### src/rtl/meac_pkg.sv
// Package: shared types, constants and helpers of the membrane atom classifier.
package meac_pkg;
	localparam int COORD_BITS = 24;
	localparam int LIPID_DEPTH = 1024;
	localparam int ADDR_BITS = $clog2(LIPID_DEPTH);
	localparam int FILL_BITS = $clog2(LIPID_DEPTH + 1);
	localparam int TOTAL_BITS = 24;
	localparam logic [TOTAL_BITS-1:0] TOTAL_MAX = '1;
	localparam int DELTA_BITS = COORD_BITS + 2;
	localparam int MAG_BITS = 25;
	localparam logic [MAG_BITS-1:0] DELTA_CLAMP = 25'h100_0000;
	localparam int SQ_BITS = 2 * MAG_BITS;
	localparam int SUM_BITS = SQ_BITS + 1;
	localparam int BOX_BITS = 23;
	localparam int RAD_BITS = 46;

	localparam logic [1:0] KIND_TOP = 2'd0;
	localparam logic [1:0] KIND_BOTTOM = 2'd1;
	localparam logic [1:0] KIND_QUERY = 2'd2;
	localparam logic [1:0] KIND_CLEAR = 2'd3;

	localparam logic [1:0] LEAF_NONE = 2'd0;
	localparam logic [1:0] LEAF_TOP = 2'd1;
	localparam logic [1:0] LEAF_BOTTOM = 2'd2;

	localparam logic [2:0] REG_AXIS_A = 3'd0;
	localparam logic [2:0] REG_AXIS_B = 3'd1;
	localparam logic [2:0] REG_NORMAL = 3'd2;
	localparam logic [2:0] REG_BOX_A = 3'd3;
	localparam logic [2:0] REG_BOX_B = 3'd4;
	localparam logic [2:0] REG_RADIUS = 3'd5;

	typedef struct packed {
		logic [1:0] kind;
		logic signed [COORD_BITS-1:0] coord_0;
		logic signed [COORD_BITS-1:0] coord_1;
		logic signed [COORD_BITS-1:0] coord_2;
		logic [23:0] atom_id;
	} in_item_t;

	typedef struct packed {
		logic [23:0] atom_out;
		logic [1:0] leaflet;
		logic [TOTAL_BITS-1:0] top_total;
		logic [TOTAL_BITS-1:0] bottom_total;
	} out_item_t;

	typedef struct packed {
		logic [1:0] axis_a;
		logic [1:0] axis_b;
		logic [1:0] normal;
		logic [BOX_BITS-1:0] box_a;
		logic [BOX_BITS-1:0] box_b;
		logic [RAD_BITS-1:0] radius_sq;
	} cfg_t;

	typedef struct packed {
		logic signed [COORD_BITS-1:0] a;
		logic signed [COORD_BITS-1:0] b;
		logic signed [COORD_BITS-1:0] n;
	} proj_t;

	// Verdict of one lipid against the query atom.
	typedef struct packed {
		logic valid;
		logic near;
		logic same;
		logic above;
	} test_t;

	function automatic logic signed [COORD_BITS-1:0] pick(
		input logic [1:0] sel,
		input logic signed [COORD_BITS-1:0] c0,
		input logic signed [COORD_BITS-1:0] c1,
		input logic signed [COORD_BITS-1:0] c2);
		case (sel)
			2'd1: pick = c1;
			2'd2: pick = c2;
			default: pick = c0;
		endcase
	endfunction
endpackage

### src/rtl/meac_dist.sv
// Shared distance and height unit: two pipeline stages per lipid.
module meac_dist (
	input logic clk,
	input logic arst_n,
	input logic in_valid,
	input meac_pkg::proj_t atom,
	input meac_pkg::proj_t lipid,
	input meac_pkg::cfg_t cfg,
	output meac_pkg::test_t result
);
	logic [meac_pkg::MAG_BITS-1:0] mag_a_s1, mag_b_s1;
	logic same_s1, above_s1, valid_s1;
	logic [meac_pkg::SQ_BITS-1:0] sq_a_s2, sq_b_s2;
	logic same_s2, above_s2, valid_s2;

	function automatic logic [meac_pkg::MAG_BITS-1:0] wrap_mag(
		input logic signed [meac_pkg::COORD_BITS-1:0] x,
		input logic signed [meac_pkg::COORD_BITS-1:0] y,
		input logic [meac_pkg::BOX_BITS-1:0] box);
		logic signed [meac_pkg::DELTA_BITS-1:0] d, bx, twod;
		logic [meac_pkg::DELTA_BITS-1:0] m;
		d = meac_pkg::DELTA_BITS'(x) - meac_pkg::DELTA_BITS'(y);
		bx = $signed({3'b000, box});
		twod = d <<< 1;
		if (box != '0) begin
			if (twod > bx)
				d = d - bx;
			else if (twod < -bx)
				d = d + bx;
		end
		m = d[meac_pkg::DELTA_BITS-1] ? meac_pkg::DELTA_BITS'(-d) : d;
		if (m > meac_pkg::DELTA_BITS'(meac_pkg::DELTA_CLAMP))
			wrap_mag = meac_pkg::DELTA_CLAMP;
		else
			wrap_mag = m[meac_pkg::MAG_BITS-1:0];
	endfunction

	always_ff @(posedge clk) begin
		mag_a_s1 <= wrap_mag(atom.a, lipid.a, cfg.box_a);
		mag_b_s1 <= wrap_mag(atom.b, lipid.b, cfg.box_b);
		same_s1 <= atom.n == lipid.n;
		above_s1 <= atom.n < lipid.n;
		sq_a_s2 <= mag_a_s1 * mag_a_s1;
		sq_b_s2 <= mag_b_s1 * mag_b_s1;
		same_s2 <= same_s1;
		above_s2 <= above_s1;
	end

	always_ff @(posedge clk or negedge arst_n) begin
		if (!arst_n) begin
			valid_s1 <= 1'b0;
			valid_s2 <= 1'b0;
		end else begin
			valid_s1 <= in_valid;
			valid_s2 <= valid_s1;
		end
	end

	logic [meac_pkg::SUM_BITS-1:0] d2;
	assign d2 = meac_pkg::SUM_BITS'(sq_a_s2) + meac_pkg::SUM_BITS'(sq_b_s2);
	assign result.valid = valid_s2;
	assign result.near = d2 <= meac_pkg::SUM_BITS'(cfg.radius_sq);
	assign result.same = same_s2;
	assign result.above = above_s2;
endmodule

### config.mk
export PLATFORM = sky130hd
export DESIGN_NAME = meac_dist
export DESIGN_NICKNAME = d
export VERILOG_FILES = /design/src/rtl/meac_pkg.sv /design/src/rtl/meac_dist.sv
export SDC_FILE = /design/constraint.sdc
export NUM_CORES = 2
export LEC_CHECK = 0
export BUFFER_PORTS_ARGS = -buffer_cell sky130_fd_sc_hd__buf_4
export CAP_MARGIN = 20
export CORE_UTILIZATION = 59
export DETAILED_ROUTE_END_ITERATION = 6
export HOLD_SLACK_MARGIN = 0.06
export PLACE_DENSITY = 0.8
export SETUP_SLACK_MARGIN = 0.05
export SYNTH_ARGS = -nofsm -noshare
export SYNTH_HDL_FRONTEND = slang
export SYNTH_SLANG_ARGS = --single-unit
### constraint.sdc
create_clock -name clk -period 7.8 [get_ports clk]
set_input_delay 1.56 -clock clk [delete_from_list [all_inputs] [get_ports clk]]
set_output_delay 1.56 -clock clk [all_outputs]
set_load 0.02 [all_outputs]
==> reports/metrics.csv <==
stage,metric,value,unit
outcome,outcome,"complete, but fails checks",
outcome,failing checks,"DRC, setup timing",
critical_path,reg2reg setup slack,0.26,ns
global_routing,vias in the first global route,47300,
timing,Final min period,7.96,ns
timing,setup TNS,-0.165,ns
yosys,Seq cells post-synth,154,
clocking,"Clk pin slew, worst setup/hold paths",0.07,ns
place,"Cell Area, Placed",0.0600,mm2
final_layout,post-route cell area,0.0619,mm2
route,TritonRoute pass-1 iters,7,
final_layout,Util after Layout,68.8,%
critical_path,worst r2r src,mag_b_s1[4],
yosys,top-count cell post-synth,inv_1,
final_layout,Final Non-Filler Cells,7956,
route,final wirelength,139000,um
final_layout,total area of sequential cells,0.00317,mm2
route,DRT iter0 DRCs,3033,
yosys,Synth Net Count,8042,
final_layout,multi-input logic area,0.0454,mm2
yosys,Syn Area/Cell,8.74,um2
global_routing,largest net degree at the start of global routing,26,
final_layout,layout net count,8674,
yosys,dominant cell type by area after synthesis,fa_1,
critical_path,FF-to-FF End,sq_b_s2[49],
clocking,CTS Buf Count,17,
critical_path,crit path max fanout,3,
global_routing,GRT Resource Usage Total,30.9,%
timing,Worst Max-Slew Pin Slew,0.923,ns
timing,RSZ-0062 raised after global routing,yes,
critical_path,CP required,6.24,ns
die,core box area,0.0900,mm2
critical_path,Crit. End Element,output port,
die,I/O Pins,249,
route,routed via count,44500,
clocking,CTS sink cnt,154,
hold_path,Hold WC Path Type,reg2reg,
final_layout,share of layout cells above drive strength 1,15.5,%
critical_path,CP Class,reg2out,
global_routing,first-pass GRT wire length,227000,um
global_routing,GRT overflow,0,
yosys,Synth Instances,6134,
yosys,warnings from Yosys,0,
critical_path,crit-path most repeated cell,o21a_1,
route,DRC Markers,9,
yosys,Mapped Area,0.0536,mm2
job,max cap viols,0,
timing,Rel. slew slack,38.4,%
route,ANT nets after route,0,
clocking,Bufs on Longest Clock Path,2,
timing,final setup margin,-0.165,ns
place,Final GP Congestion,0.982,
yosys,Netlist cell types,102,
yosys,async set or reset register ratio after synthesis,1.30,%
clocking,H-tree Lvls,4,
hold_path,Hold Crit Depth,0,
clocking,Post-CTS Hold Fix Bufs,0,
place,HPWL after DPL,119000,um
hold_path,HP Start,same_s1,
route,vias per cell,5.59,
yosys,most instantiated cells after synthesis,"1436 x inv_1, 938 x fa_1, 725 x ha_1",
critical_path,Worst Setup Start Kind,register,
route,routed len/inst,17.5,um
critical_path,R2R cell count,25,
timing,fin crit share,102,%
yosys,Synth top area share,35.0,%
clocking,latest clock arrival within the worst-skew pair,0.47,ns
die,Die Wd,303,um
critical_path,Critical Path AT,6.40,ns
critical_path,"slowest stage delay, CP",0.57,ns
die,die height,303,um
timing,fin. max-slew vios,0,
die,Core Rows,110,
critical_path,"slowest stage cell, crit path",or4_4,
final_layout,synthesis-to-layout area growth,15.5,%
timing,achievable frequency,126,MHz
yosys,ys flop type,dfxtp_1,
global_routing,initial antenna violation count,2,
clocking,CTS tree,done,
timing,endpoints failing setup,1,
timing,clk_skew,0.0113,ns
final_layout,FILL cells,6891,
die,die area,0.0921,mm2
hold_path,Min-Delay Endpoint,same_s2,
die,Starting Density,59.6,%
place,Placed Instances,7890,
place,Port Buffers,242,
yosys,synth top area cells,"fa_1 35%, ha_1 17%, inv_1 10%",
timing,final hold violations,0,
yosys,Post-synth EDFFs,0,
clocking,Clk Tree Root Cell,clkbuf_16,
yosys,"Seq/Total Area, Yosys",5.77,%
sequential cells by signal, summed over array words and instances, names as in the netlist:
register,flops
valid_s1,1
same_s2,1
same_s1,1
above_s1,1
above_s2,1
sq_b_s2,49
mag_b_s1,25
sq_a_s2,49
mag_a_s1,25
valid_s2,1
logic make-up (layout without fill, tap and decap cells):
kind of cell             after synthesis  count (layout)  share of synthesized area, %
buffers and inverters               1600            2244                          11.3
XOR/XNOR                             325             326                          5.34
AND/OR/NAND/NOR                     1443            1443                          13.6
AO/OA/AOI/OAI                        939             939                          11.8
adder cells (fa/ha/maj)             1663            1663                          51.9
other                                  0               1                             0
multiplexers                          10              10                         0.196
flip-flops                           154             154                          5.77
critical path, delay by kind of cell (launching register included):
kind                     cells  cell delay (ns)
XOR/XNOR                     1             0.25
buffers and inverters        3             0.41
adder cells (fa/ha/maj)      2             0.60
AND/OR/NAND/NOR              7             1.24
flip-flops                   1             0.36
AO/OA/AOI/OAI               15             3.04
how the worst max path moves through the flow:
| stage | to | slack (ns) | start | depth (start not counted) |
|---|---|---|---|---|
| 2_1_floorplan | mag_a_s1[3] | 0.06 | atom[48] | 31 |
| 4_1_cts | result[2] | -0.06 | sq_b_s2[4] | 28 |
| 6_report | result[2] | -0.16 | sq_b_s2[4] | 28 |
| 5_1_grt | result[2] | -0.40 | sq_b_s2[4] | 28 |
| 3_5_place_dp | mag_a_s1[4] | -0.64 | atom[48] | 29 |
| 3_3_place_gp | mag_b_s1[7] | -0.44 | atom[24] | 33 |
cells in the final DEF (no fill, tap or decap), drive strengths merged, types with 13 or more instances in the layout:
cell / Yosys / final
buf: 21 / 764
fa: 938 / 938
nand2: 381 / 381
xor2: 79 / 79
or2: 19 / 19
clkbuf: 131 / 19
nor3: 81 / 81
a21oi: 264 / 264
and3: 25 / 25
and2: 283 / 283
inv: 1438 / 1445
nor2: 329 / 329
a211o: 15 / 15
xnor2: 246 / 247
o31ai: 24 / 24
a211oi: 35 / 35
a31oi: 40 / 40
nand4: 41 / 41
o21ai: 137 / 137
nand3: 66 / 66
dfxtp: 152 / 152
or3: 24 / 24
a21o: 128 / 128
o211ai: 23 / 23
and4: 13 / 13
o21bai: 44 / 44
a221oi: 15 / 15
o21a: 54 / 54
nor4: 18 / 18
o221ai: 18 / 18
o22ai: 13 / 13
ha: 725 / 725
nand2b: 60 / 60
nor2b: 59 / 59
area by class of cell:
| type | instances | share of cell area (%) |
|---|---|---|
| Multi-Input combinational cell | 4381 | 73.3 |
| Timing Repair Buffer | 764 | 9.51 |
| Inverter | 1448 | 8.79 |
| Sequential cell | 154 | 5.12 |
| Tap cell | 1176 | 2.38 |
| Clock buffer | 19 | 0.716 |
| Clock inverter | 13 | 0.176 |
| Antenna cell | 1 | 0.00404 |
metrics by stage:
step	hold slack (ns)	setup WS, ns
finish	0.329	-0.165
global route	0.348	-0.405
CTS	0.334	-0.0643
detailed placement	0.318	-0.638
global placement	0.314	-0.436
floorplan	0.310	0.0573
metal layers:
metal	GRT usage (%)	share of wire [%]
met1	38.9	40
met2	53.1	48
met3	5.25	8.3
met4	11.2	3.7
met5	0	0.0057
repair_timing:
| item | CTS | global route |
|---|---|---|
| buffers inserted | 6 | 26 |
| endpoints found under the hold margin | 0 | 0 |
| gates resized for setup | 58 | 190 |
| endpoints found under the setup margin | 55 | 72 |
| pin swaps | 21 | 105 |
| gates cloned | 0 | 1 |
Power is not shown: default switching activity piles up to over one toggle a cycle in this logic, so the estimate is an artifact.
